--- src/hw/rtl/ps2_mouse_packet_decoder_assert.svh ---
// assertion macros for the ps2 mouse packet decoder
// included by the rtl files that check their own logic
`ifndef PS2_MOUSE_PACKET_DECODER_ASSERT_SVH
`define PS2_MOUSE_PACKET_DECODER_ASSERT_SVH

`ifndef SYNTH

`define PMD_ASSERT(lbl, clk, rst_n, prop) \
	lbl: assert property (@(posedge clk) disable iff (!rst_n) prop) \
		else $error("%m: assertion failed");

`define PMD_NEVER(lbl, clk, rst_n, expr) \
	lbl: assert property (@(posedge clk) disable iff (!rst_n) !(expr)) \
		else $error("%m: forbidden condition seen");

`else

`define PMD_ASSERT(lbl, clk, rst_n, prop)

`define PMD_NEVER(lbl, clk, rst_n, expr)

`endif

`endif

--- src/hw/rtl/ps2m_pkg.sv ---
// shared types and constants of the ps2 mouse packet decoder
// no dependencies
package ps2m_pkg;

	localparam int ACCUM_WIDTH_DEF = 32;
	localparam int QUEUE_DEPTH_DEF = 2;
	localparam int OUT_WIDTH       = 32;
	localparam int PKT_LEN_STD     = 3;
	localparam int PKT_LEN_WHEEL   = 4;

	localparam logic [7:0] SYNC_MASK   = 8'h08;
	localparam logic [7:0] OVF_MASK    = 8'hC0;
	localparam logic [7:0] WHEEL_MASK  = 8'h0F;
	localparam logic [7:0] BUTTON_MASK = 8'h07;

	localparam logic REQ_BYTE  = 1'b0;
	localparam logic REQ_CLEAR = 1'b1;

	localparam logic [1:0] POS_FLAGS = 2'd0;
	localparam logic [1:0] POS_DX    = 2'd1;
	localparam logic [1:0] POS_DY    = 2'd2;
	localparam logic [1:0] POS_WHEEL = 2'd3;

	typedef struct packed {
		logic       clr;
		logic       done;
		logic       ovf;
		logic       wen;
		logic [2:0] buttons;
		logic [7:0] dx;
		logic [7:0] dy;
		logic [3:0] wheel;
	} cmd_t;

	typedef struct packed {
		logic signed [OUT_WIDTH-1:0] x;
		logic signed [OUT_WIDTH-1:0] y;
		logic signed [OUT_WIDTH-1:0] w;
		logic [2:0]                  buttons;
		logic                        done;
		logic                        ovf;
	} res_t;

endpackage

--- src/hw/rtl/ps2m_fifo.sv ---
// small register queue with simultaneous push and pop
// no package dependencies; includes the assertion macro header
`include "ps2_mouse_packet_decoder_assert.svh"

module ps2m_fifo #(
	parameter int WIDTH = 8,
	parameter int DEPTH = 2
) (
	input  logic             clk,
	input  logic             arst_n,
	input  logic             push,
	input  logic [WIDTH-1:0] wdata,
	output logic             full,
	input  logic             pop,
	output logic [WIDTH-1:0] rdata,
	output logic             empty
);

	localparam int PTR_W = $clog2(DEPTH);
	localparam int CNT_W = $clog2(DEPTH + 1);

	logic [WIDTH-1:0] mem_q [DEPTH];
	logic [PTR_W-1:0] wr_ptr_q;
	logic [PTR_W-1:0] rd_ptr_q;
	logic [CNT_W-1:0] count_q;
	logic             do_push;
	logic             do_pop;

	assign full    = (count_q == CNT_W'(DEPTH));
	assign empty   = (count_q == '0);
	assign do_push = push && !full;
	assign do_pop  = pop && !empty;
	assign rdata   = mem_q[rd_ptr_q];

	always_ff @(posedge clk) begin
		if (do_push) begin
			mem_q[wr_ptr_q] <= wdata;
		end
	end

	always_ff @(posedge clk or negedge arst_n) begin
		if (!arst_n) begin
			wr_ptr_q <= '0;
			rd_ptr_q <= '0;
			count_q  <= '0;
		end else begin
			if (do_push) begin
				wr_ptr_q <= (wr_ptr_q == PTR_W'(DEPTH - 1)) ? '0 : wr_ptr_q + 1'b1;
			end
			if (do_pop) begin
				rd_ptr_q <= (rd_ptr_q == PTR_W'(DEPTH - 1)) ? '0 : rd_ptr_q + 1'b1;
			end
			if (do_push && !do_pop) begin
				count_q <= count_q + 1'b1;
			end else if (do_pop && !do_push) begin
				count_q <= count_q - 1'b1;
			end
		end
	end

	`PMD_ASSERT(a_count_range, clk, arst_n, count_q <= CNT_W'(DEPTH))
	`PMD_ASSERT(a_push_grows, clk, arst_n, (do_push && !do_pop) |=> (count_q == $past(count_q) + 1'b1))

endmodule

--- src/hw/rtl/ps2m_front.sv ---
// front part: packet assembly, sync check and command classification
// depends on ps2m_pkg; includes the assertion macro header
`include "ps2_mouse_packet_decoder_assert.svh"

module ps2m_front (
	input  logic            clk,
	input  logic            arst_n,
	input  logic            cfg_we,
	input  logic            cfg_wdata,
	input  logic            accept,
	input  logic            req_type,
	input  logic [7:0]      data_byte,
	input  logic            from_aux,
	output ps2m_pkg::cmd_t  cmd
);

	import ps2m_pkg::*;

	logic       wheel_mode_q;
	logic [1:0] pos_q;
	logic [1:0] pos_nxt;
	logic [7:0] byte0_q;
	logic [7:0] byte1_q;
	logic [7:0] byte2_q;
	logic [2:0] size;
	logic       take;
	logic       complete;

	assign size = wheel_mode_q ? 3'(PKT_LEN_WHEEL) : 3'(PKT_LEN_STD);
	assign take = (req_type == REQ_BYTE) && from_aux &&
		!((pos_q == POS_FLAGS) && ((data_byte & SYNC_MASK) == 8'h00));

	always_comb begin
		pos_nxt  = pos_q;
		complete = 1'b0;
		if (take) begin
			if (({1'b0, pos_q} + 3'd1) < size) begin
				pos_nxt = pos_q + 2'd1;
			end else begin
				pos_nxt  = POS_FLAGS;
				complete = 1'b1;
			end
		end
	end

	always_comb begin
		cmd         = '0;
		cmd.clr     = (req_type == REQ_CLEAR);
		cmd.done    = complete;
		cmd.ovf     = complete && ((byte0_q & OVF_MASK) != 8'h00);
		cmd.wen     = wheel_mode_q;
		cmd.buttons = 3'(byte0_q & BUTTON_MASK);
		cmd.dx      = byte1_q;
		cmd.dy      = (pos_q == POS_DY) ? data_byte : byte2_q;
		cmd.wheel   = 4'(data_byte & WHEEL_MASK);
	end

	always_ff @(posedge clk or negedge arst_n) begin
		if (!arst_n) begin
			wheel_mode_q <= 1'b0;
			pos_q        <= POS_FLAGS;
		end else begin
			if (cfg_we) begin
				wheel_mode_q <= cfg_wdata;
			end
			if (accept) begin
				pos_q <= pos_nxt;
			end
		end
	end

	always_ff @(posedge clk) begin
		if (accept && take) begin
			case (pos_q)
				POS_FLAGS: byte0_q <= data_byte;
				POS_DX:    byte1_q <= data_byte;
				POS_DY:    byte2_q <= data_byte;
				default: begin
				end
			endcase
		end
	end

	`PMD_ASSERT(a_done_late, clk, arst_n, (accept && cmd.done) |-> (pos_q >= POS_DY))
	`PMD_NEVER(a_clr_done, clk, arst_n, accept && cmd.clr && cmd.done)

endmodule

--- src/hw/rtl/ps2m_back.sv ---
// back part: position, wheel and button accumulation
// depends on ps2m_pkg; includes the assertion macro header
`include "ps2_mouse_packet_decoder_assert.svh"

module ps2m_back #(
	parameter int ACCUM_WIDTH = ps2m_pkg::ACCUM_WIDTH_DEF
) (
	input  logic           clk,
	input  logic           arst_n,
	input  logic           cmd_valid,
	input  ps2m_pkg::cmd_t cmd,
	output logic           cmd_pop,
	input  logic           res_full,
	output ps2m_pkg::res_t res
);

	import ps2m_pkg::*;

	logic signed [ACCUM_WIDTH-1:0] x_q;
	logic signed [ACCUM_WIDTH-1:0] y_q;
	logic signed [ACCUM_WIDTH-1:0] w_q;
	logic signed [ACCUM_WIDTH-1:0] x_nxt;
	logic signed [ACCUM_WIDTH-1:0] y_nxt;
	logic signed [ACCUM_WIDTH-1:0] w_nxt;
	logic [2:0]                    buttons_q;
	logic [2:0]                    buttons_nxt;

	assign cmd_pop = cmd_valid && !res_full;

	always_comb begin
		x_nxt       = x_q;
		y_nxt       = y_q;
		w_nxt       = w_q;
		buttons_nxt = buttons_q;
		if (cmd.clr) begin
			x_nxt = '0;
			y_nxt = '0;
			w_nxt = '0;
		end else if (cmd.done) begin
			buttons_nxt = cmd.buttons;
			if (!cmd.ovf) begin
				x_nxt = x_q + ACCUM_WIDTH'(signed'(cmd.dx));
				y_nxt = y_q - ACCUM_WIDTH'(signed'(cmd.dy));
				if (cmd.wen) begin
					w_nxt = w_q + ACCUM_WIDTH'(signed'(cmd.wheel));
				end
			end
		end
	end

	always_comb begin
		res.x       = OUT_WIDTH'(x_nxt);
		res.y       = OUT_WIDTH'(y_nxt);
		res.w       = OUT_WIDTH'(w_nxt);
		res.buttons = buttons_nxt;
		res.done    = cmd.done;
		res.ovf     = cmd.ovf;
	end

	always_ff @(posedge clk or negedge arst_n) begin
		if (!arst_n) begin
			x_q       <= '0;
			y_q       <= '0;
			w_q       <= '0;
			buttons_q <= '0;
		end else if (cmd_pop) begin
			x_q       <= x_nxt;
			y_q       <= y_nxt;
			w_q       <= w_nxt;
			buttons_q <= buttons_nxt;
		end
	end

	`PMD_ASSERT(a_ovf_needs_done, clk, arst_n, (cmd_pop && cmd.ovf) |-> cmd.done)
	`PMD_ASSERT(a_clear_zeroes, clk, arst_n, (cmd_pop && cmd.clr) |=> (x_q == '0 && y_q == '0 && w_q == '0))

endmodule

--- src/hw/rtl/ps2_mouse_packet_decoder.sv ---
// ps2 mouse packet decoder, top level
// depends on ps2m_pkg, ps2m_fifo, ps2m_front and ps2m_back
//
// Takes bytes from a PS/2 port as a queue (push/full) and gives one result
// item per input item, oldest first, through a queue (empty/pop). Bytes of the
// mouse channel are assembled into 3-byte packets, or 4-byte packets while
// wheel_mode is set; a leading byte without the sync bit is dropped. Each
// completed packet latches the buttons and, unless an overflow flag is set,
// moves X, Y and, while wheel_mode is set, the wheel; the positions wrap at
// ACCUM_WIDTH bits and show on 32-bit ports. A clear item zeroes the three
// positions. One item is taken every clock cycle while results are popped as
// they come. An accepted item is registered in the command queue between the
// packet assembler and the accumulate step, which writes its result into the
// result queue once that queue is not full; the result shows on the result
// ports from there. Write wheel_mode only while no items are in flight.
module ps2_mouse_packet_decoder #(
	parameter int ACCUM_WIDTH = ps2m_pkg::ACCUM_WIDTH_DEF,
	parameter int QUEUE_DEPTH = ps2m_pkg::QUEUE_DEPTH_DEF
) (
	input  logic                                  clk,
	input  logic                                  arst_n,
	input  logic                                  cfg_we,
	input  logic                                  cfg_wdata,
	input  logic                                  push,
	output logic                                  full,
	input  logic                                  req_type,
	input  logic [7:0]                            data_byte,
	input  logic                                  from_aux,
	output logic                                  empty,
	input  logic                                  pop,
	output logic signed [ps2m_pkg::OUT_WIDTH-1:0] x_pos,
	output logic signed [ps2m_pkg::OUT_WIDTH-1:0] y_pos,
	output logic signed [ps2m_pkg::OUT_WIDTH-1:0] wheel_pos,
	output logic                                  button_left,
	output logic                                  button_right,
	output logic                                  button_middle,
	output logic                                  packet_done,
	output logic                                  packet_overflowed
);

	import ps2m_pkg::*;

	logic accept;
	cmd_t front_cmd;
	cmd_t back_cmd;
	logic cmd_empty;
	logic cmd_pop;
	res_t back_res;
	res_t out_res;
	logic res_full;

	assign accept = push && !full;

	ps2m_front u_front (
		.clk       (clk),
		.arst_n    (arst_n),
		.cfg_we    (cfg_we),
		.cfg_wdata (cfg_wdata),
		.accept    (accept),
		.req_type  (req_type),
		.data_byte (data_byte),
		.from_aux  (from_aux),
		.cmd       (front_cmd)
	);

	ps2m_fifo #(
		.WIDTH ($bits(cmd_t)),
		.DEPTH (QUEUE_DEPTH)
	) u_cmd_q (
		.clk    (clk),
		.arst_n (arst_n),
		.push   (accept),
		.wdata  (front_cmd),
		.full   (full),
		.pop    (cmd_pop),
		.rdata  (back_cmd),
		.empty  (cmd_empty)
	);

	ps2m_back #(
		.ACCUM_WIDTH (ACCUM_WIDTH)
	) u_back (
		.clk       (clk),
		.arst_n    (arst_n),
		.cmd_valid (!cmd_empty),
		.cmd       (back_cmd),
		.cmd_pop   (cmd_pop),
		.res_full  (res_full),
		.res       (back_res)
	);

	ps2m_fifo #(
		.WIDTH ($bits(res_t)),
		.DEPTH (QUEUE_DEPTH)
	) u_res_q (
		.clk    (clk),
		.arst_n (arst_n),
		.push   (cmd_pop),
		.wdata  (back_res),
		.full   (res_full),
		.pop    (pop),
		.rdata  (out_res),
		.empty  (empty)
	);

	assign x_pos             = out_res.x;
	assign y_pos             = out_res.y;
	assign wheel_pos         = out_res.w;
	assign button_left       = out_res.buttons[0];
	assign button_right      = out_res.buttons[1];
	assign button_middle     = out_res.buttons[2];
	assign packet_done       = out_res.done;
	assign packet_overflowed = out_res.ovf;

endmodule
--- config.mk ---
export PLATFORM = sky130hd
export DESIGN_NAME = ps2_mouse_packet_decoder
export DESIGN_NICKNAME = d
export VERILOG_FILES = /design/src/hw/rtl/ps2m_pkg.sv /design/src/hw/rtl/ps2m_fifo.sv /design/src/hw/rtl/ps2m_front.sv /design/src/hw/rtl/ps2m_back.sv /design/src/hw/rtl/ps2_mouse_packet_decoder.sv
export VERILOG_INCLUDE_DIRS = /design/src /design/src/hw/rtl
export SDC_FILE = /design/constraint.sdc
export NUM_CORES = 1
export LEC_CHECK = 0
export BUFFER_PORTS_ARGS = -buffer_cell sky130_fd_sc_hd__buf_2
export CORE_AREA = 2 2 264 162
export CTS_CLUSTER_SIZE = 30
export DETAILED_ROUTE_END_ITERATION = 12
export DIE_AREA = 0 0 266 164
export GPL_ROUTABILITY_DRIVEN = 0
export MAX_ROUTING_LAYER = met4
export PLACE_DENSITY = 0.72
export SLEW_MARGIN = 20
export SYNTH_ARGS = -nofsm -noshare
export SYNTH_HDL_FRONTEND = slang
export SYNTH_SLANG_ARGS = --single-unit
--- constraint.sdc ---
create_clock -name clk -period 6.56 [get_ports clk]
set_input_delay 1.312 -clock clk [delete_from_list [all_inputs] [get_ports clk]]
set_output_delay 1.312 -clock clk [all_outputs]
set_load 0.02 [all_outputs]
After elaboration in Yosys (flattened, before gate mapping)
Memories as Yosys holds them, arrays and structs flattened.
Index checks and enable logic that the tools add are counted.

word-level totals
  bits of input ports = 16
  bits in latches = 0
  bits in read-only memories = 0
  memories = 2
  memory bits (writable) = 256
  bits in registers = 134

memories
  memory         depth  width  rd ports  clocked after memory_dff  wr ports  RTL line         source
  u_res_q.mem_q  2      101    1         0                         1         ps2m_fifo.sv:22  logic [WIDTH-1:0] mem_q [DEPTH];
  u_cmd_q.mem_q  2      27     1         0                         1         ps2m_fifo.sv:22

cells by class
  reductions and logical operators = 34
  bitwise logic cells = 1
  equal/unequal tests = 4
  $add $sub $neg = 13
  shift operators = 0
  divide/modulo/power cells = 0
  $lt $le $gt $ge = 1
  mux-type cells = 29
  multiply operators = 0

operators with widths
  operator                                              number
  2-to-1 mux 32 bit                                     10
  adder 32 x 4 -> 32 bit                                1
  adder 32 x 8 -> 32 bit                                1
  subtractor 32 x 8 -> 32 bit                           1
  logical AND 1 bit                                     15
  2-to-1 mux 1 bit                                      10
  2-to-1 mux 2 bit                                      5
  logical NOT 1 bit                                     9
  2-to-1 mux 3 bit                                      3
  logical NOT 8 bit                                     1
  2-to-1 mux 8 bit                                      1
  nonzero test 8 bit                                    1
  adder 2 x 1 -> 2 bit (second input constant)          3
  equality test 2 bit (second input constant)           3
  logical NOT 2 bit                                     3
  AND reduction 2 bit                                   3
  adder 1 bit (second input constant)                   4
  nonzero test 2 bit                                    2
  subtractor 2 x 1 -> 2 bit (second input constant)     2
  adder 2 x 1 -> 3 bit (second input constant)          1
  less-than comparator 3 bit                            1
  equality test 2 x 1 -> 1 bit (second input constant)  1
  inverter 1 bit                                        1

Logic depth before layout (Yosys ltp)
Gate-level depths: netlist (run 1).

  word-level depth = 8
  gate-level depth with buffers = 16
  mapped depth without buffers = 14

Hierarchy
A second synthesis (run 1) with hierarchy kept.

second synthesis, totals
  cell total of the unflattened synthesis = 1,850
  area total of the unflattened synthesis = 21,329.2 µm²

by module, submodules not included
  module                    cells an instance  sequential area each (µm²)  instances  area an instance (µm²)
  ps2m_back                 1,339              2,477.4                     1          10,131.0
  ps2m_fifo at u_res_q      333                6,165.9                     1          7,807.5
  ps2m_fifo at u_cmd_q      103                1,721.7                     1          2,244.7
  ps2m_front                73                 705.7                       1          1,128.6
  ps2_mouse_packet_decoder  2                  0.0                         1          17.5

Least setup slack after synthesis (run 1)
Ideal clock, no wire load.

  path type = reg-to-reg
  from = reg u_res_q.count_q[1]
  to = mem u_res_q.mem_q[0][0] (netlist name), enable pin
  buffers on the path = 1
  arrival time = 5,027 ps
  cell stages (with the launch flop) = 5
  slack = 971 ps
  library setup time = 562 ps
  cells stage by stage = dfrtp_1 inv_1 o22ai_1 clkbuf_1 nor2_1

between the ends
  word-level cells in the longest chain between the ends = 6

RTL lines
  element                                     RTL line                          source
  start, declared                             ps2m_fifo.sv:25                   logic [CNT_W-1:0] count_q;
  start signal, assigned                      ps2m_fifo.sv:54                   count_q <= count_q + 1'b1;
  start signal, assigned                      ps2m_fifo.sv:56                   count_q <= count_q - 1'b1;
  equality test 2 bit (*)                     ps2m_fifo.sv:29                   assign full = (count_q == CNT_W'(DEPTH));
  logical NOT 1 bit (*)                       ps2m_fifo.sv:31, ps2m_back.sv:28
  logical AND 1 bit                           ps2m_back.sv:28                   assign cmd_pop = cmd_valid && !res_full;
  logical AND 1 bit (*)                       ps2m_fifo.sv:31                   assign do_push = push && !full;
  2-to-1 mux 1 bit (*)                        ps2m_fifo.sv:36                   if (do_push) begin
  2-to-1 mux 1 bit (implied by the code) (*)  ps2m_fifo.sv:37                   mem_q[wr_ptr_q] <= wdata;
  end, declared                               ps2m_fifo.sv:22

Mark *: on every way between the ends. The rest lies on a longest branch, timed or not.

==> results of run 1 <==
## area by class of cell
| type | count | area (sq um) |
|---|---|---|
| Fill cell | 3426 | 18480 |
| Sequential cell | 387 | 11070 |
| Multi-Input combinational cell | 1279 | 8859 |
| Clock buffer | 58 | 1140 |
| Timing Repair Buffer | 138 | 755.7 |
| Tap cell | 540 | 675.6 |
| Inverter | 33 | 123.9 |
| Clock inverter | 12 | 111.4 |
## cell families (layout without fill, tap and decap cells)
family	count (synthesis)	count (layout)	share of synthesized area [%]
AOI/OAI and AO/OA	442	442	14.06
xor gates and xnor gates	87	87	3.756
adders and majority gates	104	104	6.524
buffers and inverters	111	241	2.090
DFF	387	387	54.56
muxes	154	154	8.430
and+or+nand+nor	492	492	10.58
## worst max-delay path, delay by kind of cell (launching register included)
kind                       cells  cell delay (ps)
xor gates and xnor gates       1              170
DFF                            1              800
buffers and inverters          1              840
adders and majority gates      1              700
and+or+nand+nor                2              510
muxes                          1              350
AOI/OAI and AO/OA              7             1630
## layer usage
| layer | track usage (%) | vias to the layer above | wire length, um |
|---|---|---|---|
| met1 | 33.25 | 6850 | 22960 |
| met4 | 4.877 | 0 | 801 |
| met5 | - | - | 0 |
| li1 | - | 6757 | - |
| met3 | 3.493 | 56 | 3121 |
| met2 | 32.14 | 507 | 19800 |
## sequential cells by signal, indices dropped and copies added (netlist names), 3 cells and up
register / flops
u_back.buttons_q: 3
u_back.x_q: 32
u_front.byte0_q: 5
u_cmd_q.mem_q: 54
u_front.byte2_q: 8
u_res_q.mem_q: 202
u_back.y_q: 32
u_back.w_q: 32
u_front.byte1_q: 8
## cell usage in the layout (no fill, tap or decap), types with 12 or more instances in the layout
cell | netlist | routed
mux2_2 | 135 | 134
mux2i_1 | 19 | 17
nor2_1 | 72 | 67
o21ai_0 | 87 | 87
nand2b_1 | 16 | 16
a22o_1 | 23 | 23
buf_2 | 5 | 117
inv_1 | 33 | 32
o211ai_1 | 14 | 14
o21a_1 | 13 | 13
a211oi_1 | 12 | 12
clkbuf_16 | 0 | 41
xor2_1 | 31 | 31
ha_1 | 101 | 101
a21oi_1 | 147 | 147
buf_4 | 0 | 20
edfxtp_1 | 277 | 277
nand4_1 | 15 | 15
xnor2_1 | 56 | 56
clkbuf_1 | 67 | 12
dfrtp_1 | 110 | 109
nand2_1 | 285 | 285
nand3_1 | 40 | 40
a21o_1 | 53 | 53
a31oi_1 | 15 | 15
## worst paths after layout
| path | slack (ps) | cells after the start | end |
|---|---|---|---|
| min in group asynchronous | 810 | 1 | u_back.y_q[10]$_DFFE_PN0P_ |
| worst max register to register | 1430 | 13 | u_res_q.mem_q[0][36]$_DFFE_PP_ |
| worst max-delay path | 1430 | 13 | u_res_q.mem_q[0][36]$_DFFE_PP_ |
| worst min register to register | 440 | 0 | u_cmd_q.mem_q[0][22]$_DFFE_PP_ |
| max in group asynchronous | 4290 | 2 | u_back.w_q[23]$_DFFE_PN0P_ |
| worst min-delay path | 440 | 0 | u_cmd_q.mem_q[0][22]$_DFFE_PP_ |
## metrics by stage
| step | utilization [%] | cell area (sq um) | cells |
|---|---|---|---|
| final | 55.17 | 22740 | 2447 |
| after global routing | 55.17 | 22740 | 2447 |
| after CTS | 55.12 | 22720 | 2446 |
| after detailed placement | 52.08 | 21470 | 2376 |
| after global placement | 52.08 | 21470 | 2376 |
| after floorplan | - | 20290 | 1777 |
==> key figures, run 1 <==
Run status
  – Status: completed

Timing
  – # setup viols final: 0
  – Final worst-path cycle share: between 70% and 80%
  – Unrepaired setup endpoints after global routing: no
  – Max_slew headroom: 28.74%
  – Max Clock Skew: 25.50 ps
  – Setup TNS: 0 ps
  – Worst setup margin: between 1000 and 1500 ps
  – Final hold vios: 0
  – FMAX: 194.9 MHz
  – Worst hold slack: 444.2 ps
  – Worst-margin pin slew: 1068 ps
  – Max Transition Viols Final: 0
  – Final Critical Period: roughly 5000 ps

Detailed routing
  – Vias: approximately 14000
  – Post-route ant nets: 0
  – Routed wire per std cell: ~19 um
  – Residual DRC: 0
  – Initial DRC count: 1267
  – DR pass1 iterations: 8
  – Detailed Route WL: approximately 47000 um
  – Via density: 5.791

Cells and area
  – Antenna diode count: 0
  – Area growth, synth to finish: 12.07%
  – Final net count: approximately 2000
  – Layout cells sized above 1: 18.67%

Clock tree
  – Post-CTS Hold Fix Bufs: 0
  – Clk root buf: clkbuf_16
  – CTS tree: done
  – Worst skew pair latency: about 550 ps
  – Clk buf depth: 3
  – H-tree depth: 2
  – Worst-path clk slew: roughly 60 ps
  – Clk sinks: roughly 390
  – Post_cts resized: 0
  – Total CTS buffers: 38
  – Post-CTS Setup Inserts: 0

Logic synthesis
  – Synth Register Bits: slightly below 400
  – Ys Warns: 0
  – Yosys top cell by area: edfxtp_1
  – Seq/Total Area, Yosys: 54.56%
  – Top post-synthesis cells by count: 285 x nand2_1, 277 x edfxtp_1, 147 x a21oi_1, 135 x mux2_2, 110 x dfrtp_1
  – Synth async-reset ratio: between 20% and 30%
  – Mean post-synth cell area: 11.42 sq um
  – Cells after Synth: about 1800
  – Top cell type's share of synthesized area: 41.00%
  – Top FF cell, synth: edfxtp_1
  – Synth top area cells: edfxtp_1 41%, dfrtp_1 14%, mux2_2 7.5%
  – Post-synth EDFFs: between 200 and 300
  – Most frequent cell after synthesis: nand2_1
  – Count of unique library cells instantiated by Yosys: 66
  – Synthesized Nets: between 1500 and 2000
  – Synthesized cell area: ~0.020 sq mm

Floorplan
  – Die W: between 200 and 300 um
  – Die H: between 150 and 200 um
  – I/O Pins: about 120
  – Initial Utilization: between 40% and 50%
  – Core Area: about 0.041 sq mm
  – Row count: 58
  – Die area: 0.04362 sq mm

Worst hold path
  – Worst hold path startpoint: u_front.byte0_q[2]$_DFFE_PP_
  – Worst min path class: reg2reg

GRT
  – Gr ovfl total: 0
  – Largest net degree at the start of global routing: just under 70
  – First-pass GRT wire length: ~75000 um
  – Number of global-route vias before repair: roughly 14000
  – GR Util All Layers: between 20 and 25%
  – Initial antenna violation count: 0

Flow run
  – Number of max-cap violations: 0

Critical path
  – Worst EP required: 6970 ps
  – Crit path launch type: register
  – Critical path class: reg2reg
  – R2r startpoint: u_cmd_q.rd_ptr_q$_DFFE_PN0P_
  – Delay of the slowest critical-path stage: 840 ps
  – Worst path cell trace: mux2i_1 > clkinv_1 > ha_1 > o21ai_0 > o211ai_1 > a31oi_1 > a31oi_1 > a21oi_1 > o211ai_1 > o21ai_1 > xnor2_1 > or4_1 > nand2_1
  – Slowest cell on crit path: clkinv_1
  – Worst Path Max Fanout: 28
  – Worst Setup SP: u_cmd_q.rd_ptr_q$_DFFE_PN0P_
  – Crit path arrival time: 5540 ps
  – Element type at the critical path end: register

Placed design
  – Post-Place Worst Slack: 1916 ps
  – Port Buffer Count: approximately 120
  – Post-detail-place hpwl: 31150 um
Power of run 1 is not shown: default switching activity piles up to over one toggle a cycle in this logic, so the estimate is an artifact.
==> run 2: changes to the inputs <==
Clock period 6.56 ns to 5.25 ns, I/O delays scaled along.
==> key figures, run 2 (same netlist as run 1, synthesis figures left out) <==
Cells and area
  – Commonest non-fill, non-tap cell in the layout: nand2_1
  – Commonest cells after routing, fill and taps aside: 285 x nand2_1, 277 x edfxtp_1, 147 x a21oi_1
  – FF+latch area: about 0.011 sq mm
  – Largest Register: u_res_q.mem_q
  – Antenna diode count: 0
  – Final net count: around 2000
  – Top flop regs: u_res_q.mem_q: 202 flops, u_cmd_q.mem_q: 54 flops
  – Area of the multi-input gates: 0.008856 sq mm
  – Filler Cell Count: ~3500
  – Layout cells sized above 1: 18.79%
  – Area growth, synth to finish: 12.07%
  – Post-Layout Inst Area: 0.02274 sq mm
  – Max FFs per register: 202

GRT
  – First-pass GRT wire length: between 70000 and 80000 um
  – Initial antenna violation count: 0
  – Largest net degree at the start of global routing: 73
  – Gr ovfl total: 0
  – GR Util All Layers: between 20% and 30%
  – Number of global-route vias before repair: between 10000 and 15000

Timing
  – # setup viols final: 0
  – Max Transition Viols Final: 0
  – Max_slew headroom: roughly a quarter
  – Max Clock Skew: 26.14 ps
  – Unrepaired setup endpoints after global routing: no
  – FMAX: around 210 MHz
  – Final hold vios: 0
  – Final worst-path cycle share: a little under 90%
  – Worst-margin pin slew: between 1000 and 1500 ps
  – Final Critical Period: around 4700 ps

Floorplan
  – Die area: about 0.044 sq mm
  – Die H: ~160 um
  – Die W: about 270 um
  – I/O Pins: about 120
  – Core Area: 0.04122 sq mm
  – Row count: 58
  – Initial Utilization: about half

Detailed routing
  – Initial DRC count: approximately 1300
  – Via density: 5.858
  – Vias: between 10000 and 15000
  – Post-route ant nets: 0
  – Residual DRC: 0
  – Routed wire per std cell: slightly below 20 um
  – DR pass1 iterations: 6
  – Detailed Route WL: around 47000 um

Clock tree
  – Post-CTS Setup Inserts: 0
  – Worst skew pair latency: 550 ps
  – Clk buf depth: 3
  – Post-CTS Hold Fix Bufs: 0
  – Clk sinks: approximately 390
  – Total CTS buffers: 37
  – H-tree depth: 2
  – Worst-path clk slew: 60 ps
  – Clk root buf: clkbuf_16
  – Post_cts resized: 0
  – CTS tree: done

Critical path
  – Crit path launch type: register
  – Slowest cell on crit path: clkinvlp_4
  – Element type at the critical path end: register
  – Critical path's top delay family: compound AO/OA/AOI/OAI gates
  – Worst path cell trace: mux2i_1 > clkinvlp_4 > ha_1 > a22o_1 > or4_1 > o211ai_1 > nand2_1 > a31oi_1 > nor3_1 > o22ai_1 > xnor2_1 > a21oi_1
  – Delay of the slowest critical-path stage: 650 ps
  – Number of buffers and inverters on the critical path: 1
  – Critical path class: reg2reg
  – Worst EP required: between 5000 and 6000 ps
  – Worst Path Max Fanout: 28
  – Crit path arrival time: 4940 ps
  – Worst Setup SP: u_cmd_q.rd_ptr_q$_DFFE_PN0P_
  – R2r startpoint: u_cmd_q.rd_ptr_q$_DFFE_PN0P_

Placed design
  – Port Buffer Count: ~120
  – Post-detail-place hpwl: approximately 31000 um
  – Dpl cell area: ~0.021 sq mm

Run status
  – Status: completed

Flow run
  – Number of max-cap violations: 0

Worst hold path
  – Worst min path class: reg2reg
  – Worst hold path startpoint: u_front.byte0_q[0]$_DFFE_PP_
==> run 2: through the flow <==
stage	cells	utilization [%]	setup WS, ps	TNS, ps	hold WS (ps)
floorplan	1777	-	-338.7	-68420	421.5
global placement	2377	52.12	998.8	0	424.4
detailed placement	2377	52.12	860.7	0	432.5
CTS	2445	55.16	829.8	0	441.5
global route	2445	55.17	228.8	0	451.3
finish	2445	55.17	550.2	0	451.4
==> run 2: layout make-up <==
| class | count | area share [%] |
|---|---|---|
| Inverter | 33 | 0.5612 |
| Clock inverter | 15 | 0.7098 |
| Tap cell | 540 | 2.971 |
| Sequential cell | 387 | 48.70 |
| Clock buffer | 53 | 4.787 |
| Multi-Input combinational cell | 1279 | 38.95 |
| Timing Repair Buffer | 138 | 3.323 |
==> run 2: path summary, 6_finish.rpt <==
path                                                        to  cells after the start  slack [ps]
worst max-delay path            u_res_q.mem_q[0][31]$_DFFE_PP_                     12         550
worst min-delay path            u_cmd_q.mem_q[1][20]$_DFFE_PP_                      0         450
worst max register to register  u_res_q.mem_q[0][31]$_DFFE_PP_                     12         550
worst min register to register  u_cmd_q.mem_q[1][20]$_DFFE_PP_                      0         450
max in group asynchronous           u_back.x_q[24]$_DFFE_PN0P_                      2        3680
min in group asynchronous         u_front.pos_q[1]$_DFFE_PN0P_                      1         540
==> run 2: worst register-to-register path, stage by stage, from the launching register on <==
cell	delay, ps
dfrtp_1	520
mux2i_1	430
clkinvlp_4	650
ha_1	590
a22o_1	240
or4_1	460
o211ai_1	300
nand2_1	140
a31oi_1	490
nor3_1	120
o22ai_1	210
xnor2_1	160
a21oi_1	110
==> run 2: metal layers <==
layer,GRT usage (%),vias up,share of wire [%]
met5,-,-,0
met4,6.001,0,2.0
met3,4.243,66,7.1
met2,32.85,502,43
met1,32.48,6993,48
li1,-,6761,-
Power of run 2 is left out for the same reason.
